### config.mk
export PLATFORM = sky130hd
export DESIGN_NAME = box_iou_unit
export DESIGN_NICKNAME = d
export VERILOG_FILES = /design/src/rtl/core/biou_pkg.sv /design/src/rtl/core/biou_front.sv /design/src/rtl/core/biou_cell.sv /design/src/rtl/core/box_iou_unit.sv
export SDC_FILE = /design/constraint.sdc
export NUM_CORES = 2
export LEC_CHECK = 0
export BUFFER_PORTS_ARGS = -buffer_cell sky130_fd_sc_hd__buf_2
export CAP_MARGIN = 0
export CELL_PAD_IN_SITES_DETAIL_PLACEMENT = 0
export CELL_PAD_IN_SITES_GLOBAL_PLACEMENT = 1
export CORE_UTILIZATION = 40
export CTS_CLUSTER_DIAMETER = 200
export CTS_CLUSTER_SIZE = 12
export DETAILED_ROUTE_END_ITERATION = 8
export PLACE_DENSITY = 0.67
export SETUP_SLACK_MARGIN = 0.4
export SYNTH_ARGS = -nofsm -noshare
export SYNTH_HDL_FRONTEND = slang
export SYNTH_SLANG_ARGS = --single-unit
### constraint.sdc
create_clock -name clk -period 95.3 [get_ports clk]
set_clock_uncertainty 0.1 [all_clocks]
set_input_delay 28.59 -clock clk [delete_from_list [all_inputs] [get_ports clk]]
set_output_delay 28.59 -clock clk [all_outputs]
set_load 0.01 [all_outputs]
### src/rtl/core/biou_pkg.sv
// Shared types for the box intersection-over-union pipeline.
`default_nettype none

package biou_pkg;

  // Control word that travels with each beat down the pipeline.
  typedef struct packed {
    logic valid;  // stage holds a live beat
    logic found;  // intersection valid and union positive
    logic full;   // intersection equals union, ratio is exactly one
  } biou_ctl_t;

  localparam biou_ctl_t BIOU_CTL_IDLE = '{valid: 1'b0, found: 1'b0, full: 1'b0};

endpackage

`default_nettype wire

### src/rtl/core/biou_front.sv
// Front stages: box checks and edge differences, area products, union and full-overlap test.
`default_nettype none

module biou_front
  import biou_pkg::*;
#(
  parameter int C = 16,
  parameter int W = 2 * C + 2
) (
  input  wire logic             clk,
  input  wire logic             rst_n,
  input  wire logic             en,
  input  wire logic             in_valid,
  input  wire logic [8*C-1:0]   coords,
  output biou_ctl_t             ctl_o,
  output logic      [W-1:0]     uni_o,
  output logic      [W-1:0]     rem_o
);

  localparam int AW = 2 * C;

  logic signed [C-1:0] ax0, ay0, ax1, ay1, bx0, by0, bx1, by1;
  logic signed [C-1:0] ix0, iy0, ix1, iy1;
  logic                a_ok, i_ok;

  biou_ctl_t  ctl1_r, ctl1_nxt, ctl2_r, ctl3_r, ctl3_nxt;
  logic [C-1:0]  dax_r, day_r, dbx_r, dby_r, dix_r, diy_r;
  logic [AW-1:0] area_a_r, area_b_r, area_i_r;
  logic [AW-1:0] area_a_nxt, area_b_nxt, area_i_nxt;
  logic [AW:0]   uni_nxt;
  logic [W-1:0]  uni_r, rem_r;

  assign ax0 = coords[0*C +: C];
  assign ay0 = coords[1*C +: C];
  assign ax1 = coords[2*C +: C];
  assign ay1 = coords[3*C +: C];
  assign bx0 = coords[4*C +: C];
  assign by0 = coords[5*C +: C];
  assign bx1 = coords[6*C +: C];
  assign by1 = coords[7*C +: C];

  assign ix0 = (ax0 > bx0) ? ax0 : bx0;
  assign iy0 = (ay0 > by0) ? ay0 : by0;
  assign ix1 = (ax1 < bx1) ? ax1 : bx1;
  assign iy1 = (ay1 < by1) ? ay1 : by1;

  assign a_ok = (ax0 < ax1) && (ay0 < ay1);
  assign i_ok = (ix0 < ix1) && (iy0 < iy1);

  always_comb begin
    ctl1_nxt       = BIOU_CTL_IDLE;
    ctl1_nxt.valid = in_valid;
    ctl1_nxt.found = a_ok && i_ok;
  end

  // Differences are taken modulo 2^C; they are exact whenever the beat is found.
  always_ff @(posedge clk) begin
    if (en) begin
      dax_r <= C'(ax1 - ax0);
      day_r <= C'(ay1 - ay0);
      dbx_r <= C'(bx1 - bx0);
      dby_r <= C'(by1 - by0);
      dix_r <= C'(ix1 - ix0);
      diy_r <= C'(iy1 - iy0);
    end
  end

  assign area_a_nxt = dax_r * day_r;
  assign area_b_nxt = dbx_r * dby_r;
  assign area_i_nxt = dix_r * diy_r;

  always_ff @(posedge clk) begin
    if (en) begin
      area_a_r <= area_a_nxt;
      area_b_r <= area_b_nxt;
      area_i_r <= area_i_nxt;
    end
  end

  assign uni_nxt = {1'b0, area_a_r} + {1'b0, area_b_r} - {1'b0, area_i_r};

  always_comb begin
    ctl3_nxt       = ctl2_r;
    ctl3_nxt.found = ctl2_r.found && (uni_nxt != '0);
    ctl3_nxt.full  = {1'b0, area_i_r} >= uni_nxt;
  end

  always_ff @(posedge clk) begin
    if (en) begin
      uni_r <= W'(uni_nxt);
      rem_r <= W'(area_i_r);
    end
  end

  always_ff @(posedge clk) begin
    if (!rst_n) begin
      ctl1_r <= BIOU_CTL_IDLE;
      ctl2_r <= BIOU_CTL_IDLE;
      ctl3_r <= BIOU_CTL_IDLE;
    end else if (en) begin
      ctl1_r <= ctl1_nxt;
      ctl2_r <= ctl1_r;
      ctl3_r <= ctl3_nxt;
    end
  end

  assign ctl_o = ctl3_r;
  assign uni_o = uni_r;
  assign rem_o = rem_r;

endmodule

`default_nettype wire

### src/rtl/core/biou_cell.sv
// One restoring-division cell: develops one quotient bit and hands the partial remainder on.
`default_nettype none

module biou_cell
  import biou_pkg::*;
#(
  parameter int W  = 34,
  parameter int QW = 16
) (
  input  wire logic          clk,
  input  wire logic          rst_n,
  input  wire logic          en,
  input  wire biou_ctl_t     ctl_i,
  input  wire logic [W-1:0]  uni_i,
  input  wire logic [W-1:0]  rem_i,
  input  wire logic [QW-1:0] quo_i,
  output biou_ctl_t          ctl_o,
  output logic      [W-1:0]  uni_o,
  output logic      [W-1:0]  rem_o,
  output logic      [QW-1:0] quo_o
);

  biou_ctl_t     ctl_r;
  logic [W-1:0]  uni_r, rem_r, rem_shl, rem_nxt;
  logic [QW-1:0] quo_r, quo_nxt;
  logic          take;

  // The incoming remainder is below the union, so the doubled value still fits.
  assign rem_shl = {rem_i[W-2:0], 1'b0};
  assign take    = rem_shl >= uni_i;
  assign rem_nxt = take ? (rem_shl - uni_i) : rem_shl;
  assign quo_nxt = {quo_i[QW-2:0], take};

  always_ff @(posedge clk) begin
    if (en) begin
      uni_r <= uni_i;
      rem_r <= rem_nxt;
      quo_r <= quo_nxt;
    end
  end

  always_ff @(posedge clk) begin
    if (!rst_n) begin
      ctl_r <= BIOU_CTL_IDLE;
    end else if (en) begin
      ctl_r <= ctl_i;
    end
  end

  assign ctl_o = ctl_r;
  assign uni_o = uni_r;
  assign rem_o = rem_r;
  assign quo_o = quo_r;

endmodule

`default_nettype wire

### src/rtl/core/box_iou_unit.sv
// Top level of the axis-aligned box intersection-over-union unit.
// Throughput: one box pair per cycle; the whole pipeline advances together.
// A stalled output holds every stage, and new beats are taken whenever the output
// register is empty or is being drained in the same cycle.
// Reset (rst_n low, synchronous) empties every stage; data registers keep their contents.
`default_nettype none

module box_iou_unit
  import biou_pkg::*;
#(
  parameter int COORD_BITS      = 16,
  parameter int RATIO_FRAC_BITS = 16
) (
  input  wire logic                           clk,
  input  wire logic                           rst_n,
  // Input channel: one box pair per beat.
  input  wire logic                           in_tvalid,
  output logic                                in_tready,
  // in_tdata, lowest bit up: box_a_x_min, box_a_y_min, box_a_x_max, box_a_y_max,
  // box_b_x_min, box_b_y_min, box_b_x_max, box_b_y_max, each COORD_BITS signed.
  input  wire logic [8*COORD_BITS-1:0]        in_tdata,
  // Result channel: one beat per box pair.
  output logic                                out_tvalid,
  input  wire logic                           out_tready,
  // out_tdata, lowest bit up: overlap_ratio (RATIO_FRAC_BITS+1 bits), zero fill to bytes.
  output logic [((RATIO_FRAC_BITS+8)/8)*8-1:0] out_tdata,
  // out_tuser: overlap_found.
  output logic                                out_tuser
);

  localparam int C   = COORD_BITS;
  localparam int F   = RATIO_FRAC_BITS;
  localparam int W   = 2 * C + 2;
  localparam int OW  = ((F + 8) / 8) * 8;
  localparam logic [F:0] RATIO_ONE = {1'b1, {F{1'b0}}};

  // Global advance: every stage moves when the output register can take a beat.
  logic en;

  biou_ctl_t     ctl   [F+1];
  logic [W-1:0]  uni   [F+1];
  logic [W-1:0]  rem   [F+1];
  logic [F-1:0]  quo   [F+1];

  logic          out_valid_r;
  logic          out_found_r, out_found_nxt;
  logic [F:0]    out_ratio_r, out_ratio_nxt;

  assign en        = !out_valid_r || out_tready;
  assign in_tready = en;

  biou_front #(
    .C (C),
    .W (W)
  ) u_front (
    .clk      (clk),
    .rst_n    (rst_n),
    .en       (en),
    .in_valid (in_tvalid),
    .coords   (in_tdata),
    .ctl_o    (ctl[0]),
    .uni_o    (uni[0]),
    .rem_o    (rem[0])
  );

  assign quo[0] = '0;

  // Division row: each cell adds one fraction bit of intersection / union.
  for (genvar k = 0; k < F; k++) begin : g_cell
    biou_cell #(
      .W  (W),
      .QW (F)
    ) u_cell (
      .clk   (clk),
      .rst_n (rst_n),
      .en    (en),
      .ctl_i (ctl[k]),
      .uni_i (uni[k]),
      .rem_i (rem[k]),
      .quo_i (quo[k]),
      .ctl_o (ctl[k+1]),
      .uni_o (uni[k+1]),
      .rem_o (rem[k+1]),
      .quo_o (quo[k+1])
    );
  end

  // Final selection: no overlap gives zero, a full overlap gives exactly one.
  always_comb begin
    out_found_nxt = ctl[F].found;
    priority if (!ctl[F].found) begin
      out_ratio_nxt = '0;
    end else if (ctl[F].full) begin
      out_ratio_nxt = RATIO_ONE;
    end else begin
      out_ratio_nxt = {1'b0, quo[F]};
    end
  end

  always_ff @(posedge clk) begin
    if (en) begin
      out_ratio_r <= out_ratio_nxt;
      out_found_r <= out_found_nxt;
    end
  end

  always_ff @(posedge clk) begin
    if (!rst_n) begin
      out_valid_r <= 1'b0;
    end else if (en) begin
      out_valid_r <= ctl[F].valid;
    end
  end

  // The uni and rem of the last cell are not needed past the division row.
  logic unused_tail;
  assign unused_tail = ^{uni[F], rem[F]};

  assign out_tvalid = out_valid_r;
  assign out_tdata  = OW'(out_ratio_r);
  assign out_tuser  = out_found_r;

endmodule

`default_nettype wire

[Word level (Yosys, flattened, before mapping)]
Index checks and enable logic that the tools add are counted.
Storage, ports and cells
  register bits after elaboration: 1457
Operators by class
  $add $sub $neg: 23
  multiply operators: 3
  order comparisons: 25
  multiplexer cells: 20
  bitwise gates (word level): 1
  reductions and logical operators: 8
Operator list (count)
  greater-or-equal comparator 34 x 33 -> 1 bit: 15
  two-way mux 33 bit: 15
  subtractor 33 bit: 15
  less-than comparator 16 bit: 6
  multiplier 16 x 16 -> 32 bit: 3
  subtractor 16 bit: 6
  two-way mux 16 bit: 4
  adder 32 x 32 -> 33 bit: 1
  greater-or-equal comparator 32 x 33 -> 1 bit: 1
  greater-or-equal comparator 33 bit: 1
  nonzero test 33 bit: 1
  subtractor 33 x 32 -> 33 bit: 1
  > comparator 16 bit: 2
  two-way mux 17 bit: 1
  logical AND 1 bit: 4
  OR reduction 2 bit: 1
  logical NOT 1 bit: 1
  logical OR 1 bit: 1
  inverter 1 bit: 1

[Logic depth before layout (Yosys ltp)]
  depth after elaboration: 5
  gate-level depth with buffers: 27
  depth with buffers taken out: 27

[Modules after synthesis]
From an unflattened synthesis, not the netlist that was laid out.
Unflattened totals
  cells, all modules: 11757
  area, all modules: 122523.8 um^2
Modules (own cells, without submodules)
  biou_cell at g_cell[0].u_cell ...: times used 13, cells an instance 441, area each 4898.4 um^2
  biou_front: times used 1, cells an instance 4595, area each 43203.9 um^2
  biou_cell at g_cell[7].u_cell ...: times used 3, cells an instance 460, area each 4952.2 um^2
  box_iou_unit: times used 1, cells an instance 49, area each 783.3 um^2

[Least setup slack after synthesis]
Ideal clock, no wire load.
  path type: in2out
  start point: input port out_tready
  end point: output port in_tready
  data arrival time: 66664 ps
  data required time: 66610 ps
  setup slack: -54 ps
  cell stages on the path: 3
  path buffers: 1
  cell sequence: nor2b_1 > inv_2 > clkbuf_1
On the way
  longest elaborated chain between the ends: 1
RTL lines
  from (decl): line box_iou_unit.sv:24  | input wire logic out_tready,
  logical OR 1 bit: line box_iou_unit.sv:49  | assign en = !out_valid_r || out_tready;
  to (decl): line box_iou_unit.sv:18  | output logic in_tready,
No other way between the ends.

[Worst setup path in the final report]
Same ends and word-level chain as after synthesis.

==> metrics.md <==
| Metric | Value |
|---|---|
| Largest net degree at the start of global routing | between 150 and 200 |
| Synth Flop Type | edfxtp_1 |
| Crit path DAT | ~30 ns |
| Total Routing Usage GR | 0.2014 |
| Synth area leader | edfxtp_1 |
| CTS Hold Bufs | 0 |
| Detail Route met2 WL | ~130000 um |
| Via count | ~76000 |
| Overflow after GRT | 0 |
| Setup TNS | 0 ns |
| Top-count cell post-synth | inv_1 |
| Row count | slightly below 200 |
| Syn. warnings | 0 |
| Final net count | between 10000 and 15000 |
| Crit share post-route | 0.6159 |
| Final worst path period need | a little under 60 ns |
| Synth unique cells | between 100 and 150 |
| Skew-Pair Late Insertion Delay | 0.82 ns |
| Fraction of registers with async set/reset | 0 |
| Post-DP HPWL | around 220000 um |
| Measured slew at the worst slew-check pin | roughly 1.2 ns |
| Setup Viol. Count Final | 0 |
| # DRC | 0 |
| Hold crit path type | register to register |
| Seq/Total Area, Yosys | 0.3880 |
| Unrepaired setup endpoints after global routing | no |
| CTS tree | yes |
| Mapped cell area | between 100000 and 150000 um2 |
| Clk sinks | 1457 |
| Initial DRC Count | between 5000 and 6000 |
| CTS max path bufs | 4 |
| Post-DR vias/cell | 5.237 |
| Worst Setup End Kind | primary output |
| Post-Route WL | between 200000 and 300000 um |
| Reg clk slew, reported paths | approximately 0.06 ns |
| Syn Inst Count | ~11000 |
| Die width | around 530 um |
| Post-CTS setup repair buffer count | 0 |
| Max Slew Vio Count | 0 |
| IO Pins | ~160 |
| WL per Instance | about 20 um |
| Status | complete, no violations |
| Total CTS buffers | roughly 150 |
| Post-synth top cells | 1701 x inv_1, 1401 x edfxtp_1, 1060 x ha_1 |
| Synthesis-to-layout area growth | 7.853% |
| Top-area cell type share of the netlist area | 0.3779 |
| Crit start category | input pin |
| Port-buffer cells | 151 |
| Share of cells above drive strength 1 | 0.06179 |
| Critical path type | input pin to primary output |
| Post-route ant nets | 0 |
| Syn Area/Cell | 10.39 um2 |
| Die footprint | approximately 280000 um2 |
| Initial Utilization | 0.4023 |
| Pre-Repair DR Iteration Count | 5 |
| Core area | roughly 280000 um2 |
| Met3 WL post-DR | 12630 um |
| Top cells by area, synth | edfxtp_1 38%, ha_1 12%, fa_1 11% |
| Worst slew margin | 0.1969 |
| Number of global-route vias before repair | about 76000 |
| Post-synth EDFFs | between 1000 and 1500 |
| Final hold vios | 0 |
| Number of antenna violations at the first check in global routing | 7 |
| RePlAce Congestion | 0.9089 |
| Max Cap Viol | 0 |
| Critical Path RT | around 67 ns |
| CTS H-tree depth | 4 |
| Post-cts resize count | 0 |
| Flops & latches, synth | about 1500 |
| Top fanout value on the critical path | 60 |
| Die span in y | approximately 530 um |
| Metal-1 WL | about 130000 um |
| Root buffer cell | clkbuf_16 |
| Highest routed layer | met4 |
| First-pass GRT wire length | ~440000 um |
| Fmax achieved | about 17 MHz |
path summary, 6_finish.rpt:
check,from,to,slack (ns),cells after the start
max reg2reg,u_front.dby_r[1],u_front.area_b_r[30],87.65,19
min reg2reg,g_cell[11].u_cell.quo_o[8],g_cell[12].u_cell.quo_o[9],0.30,0
max,out_tready,in_tready,36.61,5
min,g_cell[11].u_cell.quo_o[8],g_cell[12].u_cell.quo_o[9],0.30,0
flip-flops by register name, summed over array words and instances (netlist names):
signal	flops
u_front.rem_o	32
u_front.day_r	16
out_ratio_r	17
g_cell.u_cell.ctl_o	48
out_tvalid	1
u_front.uni_o	33
u_front.ctl_o	3
g_cell.u_cell.rem_o	495
u_front.area_i_r	32
u_front.area_b_r	32
u_front.dby_r	16
u_front.ctl1_r	2
u_front.dax_r	16
u_front.dbx_r	16
u_front.area_a_r	32
out_tuser	1
u_front.diy_r	16
u_front.dix_r	16
u_front.ctl2_r	2
g_cell.u_cell.uni_o	495
g_cell.u_cell.quo_o	136
critical path, stage by stage:
cell and delay, ns:
buf_2 0.12, nor2b_4 0.09, buf_4 0.50, inv_8 0.28, buf_2 0.32
logic make-up after synthesis:
logic type	Yosys count	synth area share
adders and majority gates	1695	0.2333
muxes	303	0.03002
xor gates and xnor gates	559	0.04398
AOI/OAI and AO/OA	2085	0.1215
buffers and inverters	1926	0.06648
and+or+nand+nor	2694	0.1167
DFF	1457	0.3880
other	1	0.00003368
layout by cell type (no fill, tap or decap), types with 17 or more instances in the layout:
| cell | n |
|---|---|
| o211ai_1 | 36 |
| xnor2_1 | 341 |
| buf_4 | 47 |
| a211oi_1 | 56 |
| edfxtp_1 | 1401 |
| nand3_1 | 143 |
| nand4_1 | 104 |
| a31oi_1 | 64 |
| o31ai_1 | 42 |
| o21a_1 | 114 |
| clkbuf_16 | 151 |
| a221oi_1 | 17 |
| mux2_1 | 41 |
| or3_1 | 51 |
| nor2b_1 | 106 |
| fa_1 | 635 |
| mux2i_1 | 56 |
| nand2_1 | 1004 |
| or2_2 | 40 |
| and3_1 | 51 |
| ha_1 | 1060 |
| a21boi_0 | 92 |
| a211o_1 | 29 |
| o21ai_0 | 469 |
| nand2b_1 | 99 |
| o2111ai_1 | 20 |
| and2_1 | 408 |
| o21ai_1 | 20 |
| a21oi_1 | 548 |
| buf_2 | 151 |
| o21bai_1 | 76 |
| nor3_1 | 139 |
| nor4_1 | 33 |
| dfxtp_1 | 56 |
| clkbuf_1 | 18 |
| nor2_1 | 449 |
| xor2_1 | 218 |
| mux2_2 | 206 |
| a21o_1 | 306 |
| inv_1 | 1701 |
per-layer routing:
layer / up-vias / track usage
li1: 36980 / -
met1: 37400 / 0.2734
met2: 1634 / 0.3347
met3: 349 / 0.02299
met4: 0 / 0.06425
met5: - / 0
area by class of cell:
type,instances,area [um2]
sequential,1457,43190
clock inverter,5,36.28
inverter,1702,6396
tap,3705,4636
timing repair buffer,199,1129
multi-input combinational,7343,60840
clock buffer,169,3846
fill,26500,156700
antenna,2,5.005
metrics by stage:
step | setup WS (ns) | instance area (um2) | utilization | hold slack [ns] | std cells
6_report | 36.61 | 120100 | 0.4339 | 0.2966 | 14580
5_1_grt | 36.49 | 120100 | 0.4339 | 0.3035 | 14580
4_1_cts | 36.59 | 120100 | 0.4339 | 0.2842 | 14580
3_5_place_dp | 36.59 | 116200 | 0.4198 | 0.3045 | 14410
3_3_place_gp | 36.60 | 116200 | 0.4198 | 0.3018 | 14410
2_1_floorplan | 20.27 | 111400 | - | 0.3003 | 10730
Power is not shown: default switching activity piles up to over one toggle a cycle in this logic, so the estimate is an artifact.
